File: src/atl_pkg.sv
package atl_pkg;

	localparam int MAX_RECTS_DEF  = 256;
	localparam int COORD_BITS_DEF = 13;

	localparam int REQ_W  = 13;
	localparam int BPP_W  = 5;
	localparam int USED_W = 29;
	localparam int POS_W  = 12;
	localparam int SCAN_W = 17;
	localparam int PROD_W = 26;
	localparam int COST_W = 36;
	localparam int ADDR_W = 4;

	localparam logic [REQ_W-1:0] PAGE_W_RST = 13'd1024;
	localparam logic [REQ_W-1:0] PAGE_H_RST = 13'd1024;
	localparam logic [BPP_W-1:0] BPP_RST    = 5'd4;
	localparam logic [USED_W-1:0] USED_MAX  = {USED_W{1'b1}};

	localparam logic [1:0] ST_PLACED   = 2'd0;
	localparam logic [1:0] ST_NO_BYTES = 2'd1;
	localparam logic [1:0] ST_NO_FIT   = 2'd2;
	localparam logic [1:0] ST_FULL     = 2'd3;

	localparam logic [1:0] REG_PAGE_W = 2'd0;
	localparam logic [1:0] REG_PAGE_H = 2'd1;
	localparam logic [1:0] REG_BPP    = 2'd2;

	typedef struct packed {
		logic vld;
		logic hit;
	} atl_tok_t;

endpackage

File: src/atl_cell.sv
module atl_cell #(
	parameter int COORD_BITS = atl_pkg::COORD_BITS_DEF,
	parameter int IW = 8,
	parameter int IDX = 0
) (
	input  logic                  clk,
	input  logic                  arst_n,
	input  logic                  we,
	input  logic [IW-1:0]         widx,
	input  logic [COORD_BITS-1:0] wl,
	input  logic [COORD_BITS-1:0] wt,
	input  logic [COORD_BITS-1:0] wr,
	input  logic [COORD_BITS-1:0] wb,
	input  atl_pkg::atl_tok_t     tok_i,
	input  logic [COORD_BITS-1:0] ql_i,
	input  logic [COORD_BITS-1:0] qt_i,
	input  logic [COORD_BITS-1:0] qr_i,
	input  logic [COORD_BITS-1:0] qb_i,
	input  logic [COORD_BITS-1:0] hr_i,
	output atl_pkg::atl_tok_t     tok_o,
	output logic [COORD_BITS-1:0] ql_o,
	output logic [COORD_BITS-1:0] qt_o,
	output logic [COORD_BITS-1:0] qr_o,
	output logic [COORD_BITS-1:0] qb_o,
	output logic [COORD_BITS-1:0] hr_o
);

	logic                  vld_q;
	atl_pkg::atl_tok_t     tok_q;
	logic [COORD_BITS-1:0] rl_q, rt_q, rr_q, rb_q;
	logic [COORD_BITS-1:0] ql_q, qt_q, qr_q, qb_q, hr_q;
	logic [COORD_BITS-1:0] il, ir, it, ib;
	logic                  ovl, wsel;

	assign wsel = we && (widx == IW'(IDX));
	assign il   = (ql_i > rl_q) ? ql_i : rl_q;
	assign ir   = (qr_i < rr_q) ? qr_i : rr_q;
	assign it   = (qt_i > rt_q) ? qt_i : rt_q;
	assign ib   = (qb_i < rb_q) ? qb_i : rb_q;
	assign ovl  = vld_q && (il < ir) && (it < ib);

	always_ff @(posedge clk or negedge arst_n) begin
		if (!arst_n) begin
			vld_q <= 1'b0;
			tok_q <= '0;
		end else begin
			if (wsel) begin
				vld_q <= 1'b1;
			end
			tok_q.vld <= tok_i.vld;
			tok_q.hit <= tok_i.hit | (tok_i.vld & ovl);
		end
	end

	always_ff @(posedge clk) begin
		if (wsel) begin
			rl_q <= wl;
			rt_q <= wt;
			rr_q <= wr;
			rb_q <= wb;
		end
		ql_q <= ql_i;
		qt_q <= qt_i;
		qr_q <= qr_i;
		qb_q <= qb_i;
		hr_q <= tok_i.hit ? hr_i : rr_q;
	end

	assign tok_o = tok_q;
	assign ql_o  = ql_q;
	assign qt_o  = qt_q;
	assign qr_o  = qr_q;
	assign qb_o  = qb_q;
	assign hr_o  = hr_q;

endmodule

File: config.mk
export PLATFORM = sky130hd
export DESIGN_NAME = atl_cell
export DESIGN_NICKNAME = d
export VERILOG_FILES = /design/src/atl_pkg.sv /design/src/atl_cell.sv
export SDC_FILE = /design/constraint.sdc
export NUM_CORES = 1
export LEC_CHECK = 0
export ABC_AREA = 1
export BUFFER_PORTS_ARGS = -buffer_cell sky130_fd_sc_hd__buf_2
export CAP_MARGIN = 20
export CORE_ASPECT_RATIO = 0.9
export CORE_MARGIN = 2
export CORE_UTILIZATION = 50
export CTS_CLUSTER_DIAMETER = 120
export DETAILED_ROUTE_END_ITERATION = 16
export PLACE_DENSITY = 0.8
export RECOVER_POWER = 25
export SKIP_CTS_REPAIR_TIMING = 1
export SKIP_LAST_GASP = 1
export SYNTH_ARGS = -nofsm -noshare
export SYNTH_HDL_FRONTEND = slang
export SYNTH_SLANG_ARGS = --single-unit
File: constraint.sdc
create_clock -name clk -period 3 [get_ports clk]
set_input_delay 0.6 -clock clk [delete_from_list [all_inputs] [get_ports clk]]
set_output_delay 0.6 -clock clk [all_outputs]
set_load 0.005 [all_outputs]
# --- Yosys cells after proc, flatten, opt, wreduce, memory -nomap -nowiden ---
# Index checks and enable logic that the tools add are counted.
totals:
  reg_bits: 120
  input_bits: 130
  elab_cells: 29
classes:
  muxes: 5
  bitwise_logic: 2
  reduce_logical: 4
  magnitude_cmp: 6
op_table:
  columns: ["op", "n"]
  rows:
  - ["$mux 13", 5]
  - ["$lt 13x13->1", 4]
  - ["$gt 13x13->1", 2]
  - ["$logic_not 8->1", 1]
  - ["$logic_and 1x1->1", 3]
  - ["$and 1x1->1", 1]
  - ["$or 1x1->1", 1]

# --- Logic depth before layout (Yosys ltp) ---
# Gate-level depths: netlist (run 1).
logic_depth:
  ltp_word: 7
  depth_mapped: 20

# --- Worst setup path after synthesis (run 1) ---
# OpenSTA, ideal clock, no wires.
synth_timing:
  kind: "in2reg"
  startpoint: "input port widx[3]"
  endpoint: "register rb_q[0], enable pin"
  setup_slack_ns: -3.701
  required_ns: 2.402
  t_arrival_ns: 6.103
  path_buffers: 0
  stages: 2
  setup_time_ns: 0.598
  path_cell_list: "or4_1 -> nor4_1"
synth_between:
  elab_chain_len: 2
synth_lines:
  columns: ["element", "line_no", "text"]
  rows:
  - ["from (decl)", "atl_cell.sv:9", "input logic [IW-1:0] widx,"]
  - ["$logic_not 8->1", "atl_cell.sv:35", "assign wsel = we && (widx == IW'(IDX));"]
  - ["$logic_and 1x1->1", "atl_cell.sv:35", null]
  - ["via wsel", "atl_cell.sv:33", "logic ovl, wsel;"]
  - ["to (signal assigned)", "atl_cell.sv:60", "rb_q <= wb;"]
  - ["to (decl)", "atl_cell.sv:30", "logic [COORD_BITS-1:0] rl_q, rt_q, rr_q, rb_q;"]
# The timed path passes the listed nets, and every way through them passes these cells.
# A chain may end at the register's enable or synchronous reset.

# --- Worst setup path in the final report (run 1) ---
layout_timing:
  startpoint: "register rl_q[8]"
  endpoint: "register tok_q (netlist bit tok_o[0])"
layout_between:
  elab_chain_len: 7
layout_lines:
  columns: ["element", "line_no", "text"]
  rows:
  - ["from (decl)", "atl_cell.sv:30", null]
  - ["from (signal assigned)", "atl_cell.sv:57", "rl_q <= wl;"]
  - ["$gt 13x13->1", "atl_cell.sv:36", "assign il = (ql_i > rl_q) ? ql_i : rl_q;"]
  - ["$mux 13 *", "atl_cell.sv:36", null]
  - ["$lt 13x13->1 *", "atl_cell.sv:40", "assign ovl = vld_q && (il < ir) && (it < ib);"]
  - ["$logic_and 1x1->1 * (2 in a row)", "atl_cell.sv:40", null]
  - ["$and 1x1->1 *", "atl_cell.sv:51", "tok_q.hit <= tok_i.hit | (tok_i.vld & ovl);"]
  - ["$or 1x1->1 *", "atl_cell.sv:51", null]
  - ["to (decl)", "atl_cell.sv:29", "atl_pkg::atl_tok_t tok_q;"]
# Every way passes the cells marked *; elsewhere a longest branch is shown, timed or not.

==> results of run 1 <==
worst max-delay path, cell delays in order (launching register included):
cell and delay (ns):
edfxtp_1 0.35, inv_1 0.10, ha_1 0.26, nand2_1 0.09
inv_1 0.05, nand2_1 0.06, nand2_1 0.04, a21oi_1 0.22
nand2_4 0.12, nand2_8 0.16, nor2_1 0.07, a21oi_1 0.17
ha_1 0.28, a21oi_1 0.16, o21a_1 0.15, o211ai_1 0.11
nor3_1 0.16, nand3_1 0.10, nand2_1 0.06
power groups by stage:
stage	registers [mW]	clock network, mW	logic [mW]
4_1_cts	1.77	1.90	0.439
2_1_floorplan	1.81	0	0.204
3_3_place_gp	1.80	0	0.414
6_report	1.77	1.88	0.430
3_5_place_dp	1.80	0	0.434
5_1_grt	1.77	1.98	0.491
per-layer routing:
| metal | share of wire | vias up |
|---|---|---|
| met5 | 0 | - |
| met4 | 0.021 | 0 |
| met3 | 0.050 | 23 |
| met2 | 0.47 | 154 |
| met1 | 0.46 | 2115 |
| li1 | - | 2374 |
metrics by stage:
stage / util / setup slack, ns / total power [mW] / setup TNS [ns]
2_1_floorplan: - / -0.249 / 2.01 / -13.08
3_3_place_gp: 0.628 / -0.0245 / 2.21 / -0.0245
3_5_place_dp: 0.628 / -0.163 / 2.24 / -0.163
4_1_cts: 0.679 / 0.152 / 4.11 / 0
5_1_grt: 0.675 / -0.00345 / 4.24 / -0.00345
6_report: 0.675 / 0.223 / 4.08 / 0
Yosys cell counts, drive strengths merged:
| master | count |
|---|---|
| or4 | 1 |
| nand4 | 4 |
| or2 | 1 |
| o211ai | 1 |
| nor3 | 2 |
| nand3b | 1 |
| o21ai | 42 |
| clkbuf | 4 |
| nor2 | 40 |
| a211oi | 2 |
| edfxtp | 52 |
| nand3 | 16 |
| inv | 82 |
| buf | 6 |
| ha | 74 |
| a21oi | 48 |
| nor4 | 1 |
| nand2 | 141 |
| dfrtp | 3 |
| dfxtp | 65 |
| o21a | 1 |
worst min-delay path by stage:
stage            start                  to  slack (ns)  depth (start not counted)
6_report       qr_i[3]     qr_o[3]$_DFF_P_        0.34                          1
2_1_floorplan   arst_n  tok_o[0]$_DFF_PN0_        0.30                          0
3_3_place_gp    arst_n  tok_o[1]$_DFF_PN0_        0.41                          1
5_1_grt        qr_i[4]     qr_o[4]$_DFF_P_        0.33                          1
3_5_place_dp    arst_n  tok_o[1]$_DFF_PN0_        0.40                          1
4_1_cts         arst_n  tok_o[1]$_DFF_PN0_       -0.03                          1
cells by family after synthesis:
family / count (synthesis) / share of synthesized area
simple gates: 207 / 0.158
fa+ha+maj: 74 / 0.166
compound gates: 94 / 0.0872
buf+inv: 92 / 0.0635
flops: 120 / 0.525
registers in the layout (all words and copies together), names as in the netlist:
register / cells
qt_o: 13
rl_q: 13
qr_o: 13
tok_o: 2
hr_o: 13
ql_o: 13
rr_q: 13
qb_o: 13
rb_q: 13
vld_q: 1
rt_q: 13
layout make-up:
cell class                      instances  area (sq um)
Clock inverter                          7          38.8
Timing Repair Buffer                  206          1010
Fill cell                             859          3520
Clock buffer                           25           518
Sequential cell                       120          2940
Tap cell                              152           190
Inverter                               82           308
Multi-Input combinational cell        375          2330
==> run metrics, run 1 <==
Critical Path RT=3.35 ns; gpl congestion=0.919; Clock Skews=0.00705 ns; post-synth top area cell=edfxtp_1; core area=0.0109 sq mm; # port buffers=196; Starting Density=0.515; post-DP HPWL=10.9 mm; htree depth=4; first-pass GRT wire length=21.6 mm; DR pass1 iterations=4; M1 GR Usage=0.301; Cell Area, Placed=0.00682 sq mm; Mapped Area=0.00559 sq mm; vias in the first global route=4586; fraction of layout cells with a size suffix above 1=0.249; most frequent cells in the layout=buf_2 (146), nand2_1 (134), inv_1 (81); CP max FO=23; Crit Path Class=flop to flop; Ports=197; routed vias=4666; Root Driver=clkbuf_16; Syn Nets=791; clock slew at reported path FFs=0.06 ns; Rows=36; Routed Antenna Nets=0; CTS Buf Count=17; CP endpoint=tok_o[0]$_DFF_PN0_; Yosys Warn Count=0; relative slew slack=0.744; post-synth top area share=0.279; drt initial violations=287; commonest non-fill, non-tap cell in the layout=buf_2; largest net degree at the start of global routing=54; ant diodes=0; Detailed Route WL=13.7 mm; Synth area leaders=edfxtp_1 (28%), dfxtp_1 (23%), ha_1 (17%); GRT met3 Usage=0.0670; Worst Path Arrival=3.12 ns; Placed Cells=934; cells after synthesis=587; sequential share of the synthesized area=0.525; CTS sink cnt=120; worst r2r path cells=18; Max Root-Sink Buffers=2; Period Utilization, post-route=0.926; sw frac=0.231; GRT overflow=0; reg2reg setup slack=0.22 ns; Fmax=0.360 GHz; Slew Viols, Final=0; Max-Cap Viols=0; Area Overhead vs Synth=31.1%; library cells used by synthesis=29; Pwr Density=556 mW/mm^2; nature of the critical path startpoint=flop; final setup fails=0; LEAKAGE=3.62 nW; Hold/Removal Path Class=input pin to flop; GRT Total Usage=0.234; drt wl/cell=14.1 um; fin nets=1006; layer with the highest usage=met2; Remaining DRCs=0; sequential share of power=0.434; Die Area=0.0120 sq mm; Hold WS=0.341 ns; Worst-Margin Slew=0.381 ns; met2 Resource Use GR=0.372; initial antenna violation count=0; switching power total=942 uW; Skew-Pair Late Insertion Delay=0.42 ns; Final Critical Period=2.78 ns; Gate power share=0.105; DR vias/cell=4.83; Clock Power Share=0.461; Int Pwr=3.14 mW; VDD IR max=0.591 mV; Hold Violations, Final=0; status=complete, no violations; average cell area after synthesis=9.53 sq um; reg-to-reg critical path endpoint=tok_o[0]$_DFF_PN0_; CTS tree=yes; Post-Layout Inst Area=0.00733 sq mm; critical path startpoint=rl_q[8]$_DFFE_PP_; Die Wd=115 um; Reg2Reg Launch Point=rl_q[8]$_DFFE_PP_; Non-Filler Instances=967; crit end category=flop; synthesized flop and latch total=120; chip height=104 um
(Power assumes the default switching activity.)
==> inputs of run 2 (changes only) <==
- BUFFER_PORTS_ARGS: -buffer_cell sky130_fd_sc_hd__buf_2 -> default
- CORE_UTILIZATION: 50 -> 52
- DONT_BUFFER_PORTS: default -> 1
- PLACE_DENSITY: 0.8 -> 0.67
==> run 2 against run 1 <==
  * Count of clock-buffer cells in the layout down 7
  * Highest routed layer unchanged
  * Utilization down 6.3 points
  * Critical endpoint unchanged
  * Largest cell class unchanged
  * Final cell count down 23%
==> run metrics, run 2 (synthesis gave the netlist of run 1 again) <==
status=complete, no violations; crit end category=flop; DR pass1 iterations=5 (+1); Pwr Density=635 mW/mm^2 (+14%); metal1 wirelength=5.63 mm (-10%); Placed Cells=710 (-24%); Area Overhead vs Synth=13.6%; final setup fails=0 (unchanged); Period Utilization, post-route=0.913 (-0.0128); Crit Path Class=flop to flop; Place WS=0.0336 ns (+0.196 ns); Die Area=0.0116 sq mm (-3.7%); drt initial violations=132 (-54%); CP max FO=23 (unchanged); fraction of layout cells with a size suffix above 1=0.0847 (-0.164); Routed Antenna Nets=0 (unchanged); initial antenna violation count=0 (unchanged); Detailed Route WL=12.1 mm (-12%); Worst Path Arrival=3.07 ns (-0.05 ns); # port buffers=0 (-100%); core area=0.0104 sq mm (-4.4%); worst setup margin=0.261 ns (+0.0385 ns); DR vias/cell=5.19 (+7.6%); Slew Viols, Final=0 (unchanged); Hold Violations, Final=0 (unchanged); VDD IR max=0.443 mV (-25%); Non-Filler Instances=743 (-23%); LEAKAGE=2.96 nW (-18%); vias in the first global route=3664 (-20%); Die Wd=113 um (-1.9%); Skew-Pair Late Insertion Delay=0.40 ns (-0.02 ns); Starting Density=0.539 (+0.0237); htree depth=4 (unchanged); gpl congestion=0.872 (-5.1%); drt wl/cell=16.2 um (+15%); Tot Pwr=4.04 mW (-0.97%); nature of the critical path startpoint=flop; post-DP HPWL=9.56 mm (-12%); most frequent cells in the layout=nand2_1 (134), inv_1 (81), ha_1 (74); CTS sink cnt=120 (unchanged); Critical Path RT=3.33 ns (-0.02 ns); Hold/Removal Path Class=input pin to flop; Remaining DRCs=0 (unchanged); commonest non-fill, non-tap cell in the layout=nand2_1; clock slew at reported path FFs=0.05 ns (about the same); Fmax=0.365 GHz (+1.4%); GRT Total Usage=0.208 (-0.0254); CTS tree=yes; ant diodes=0 (unchanged); Max-Cap Viols=0 (unchanged); Ports=197 (unchanged); first-pass GRT wire length=18.2 mm (-16%); Root Driver=clkbuf_16; routed vias=3857 (-17%); highest routed layer=met4; Hold WS=0.219 ns (-0.122 ns); fin nets=805 (-20%); met3 wire length=872 um (+28%); GRT overflow=0 (unchanged); Worst-Margin Slew=0.386 ns (+0.00571 ns); largest net degree at the start of global routing=29 (-46%); Max Root-Sink Buffers=2 (unchanged); Rows=35 (-2.8%); Clock Skews=0.00619 ns (-0.000860 ns); relative slew slack=0.742 (-0.00113); unrepaired setup endpoints after global routing=no; WL met2=5.47 mm (-15%); CTS Buf Count=17 (unchanged); chip height=102 um (-1.9%); Final Critical Period=2.74 ns (-0.0385 ns)
## run 2: metal layers
layer  GRT usage  vias up
li1            -     1970
met1       0.280     1740
met2       0.323      139
met3      0.0724        8
met4      0.0591        0
met5           0        -
## run 2: final cells by class
class | instances | area [sq um]
Timing Repair Buffer | 5 | 40.0
Tap cell | 129 | 161
Clock buffer | 18 | 429
Multi-Input combinational cell | 375 | 2320
Clock inverter | 14 | 158
Fill cell | 886 | 4020
Sequential cell | 120 | 2940
Inverter | 82 | 308
## run 2: power by group
part           total, mW  switching [mW]  internal, mW
registers           1.78          0.0268          1.76
clock network       2.00           0.702          1.29
logic              0.258           0.156         0.103
total               4.04           0.885          3.15
## run 2: critical path, cell delays in order, from the launching register on
cell,delay [ns]
edfxtp_1,0.32
inv_1,0.06
ha_1,0.29
nand2_1,0.07
nor2_2,0.16
inv_2,0.06
nor2_4,0.13
nand4_2,0.12
nand2_4,0.23
nor2_1,0.07
a21oi_1,0.19
ha_1,0.28
nand2_1,0.06
inv_1,0.03
o21ai_0,0.16
o211ai_1,0.13
nor3_1,0.14
nand3_1,0.09
nand2_1,0.08
## run 2: worst paths after layout
path,endpoint,cells after the start,startpoint,slack [ns]
setup reg to reg,tok_o[0]$_DFF_PN0_,18,rl_q[12]$_DFFE_PP_,0.26
max in group asynchronous,tok_o[1]$_DFF_PN0_,1,arst_n,2.39
hold / removal,qr_o[8]$_DFF_P_,0,qr_i[8],0.22
hold reg to reg,vld_q$_DFFE_PN0P_,1,vld_q$_DFFE_PN0P_,0.49
setup / recovery,tok_o[0]$_DFF_PN0_,18,rl_q[12]$_DFFE_PP_,0.26
min in group asynchronous,vld_q$_DFFE_PN0P_,1,arst_n,0.46
## run 2: per-stage QoR
step            util  setup TNS, ns  instance area (sq um)
6_report       0.612              0                   6360
3_5_place_dp   0.555              0                   5760
3_3_place_gp   0.555              0                   5760
2_1_floorplan      -         -13.08                   5610
4_1_cts        0.611              0                   6340
5_1_grt        0.612              0                   6360
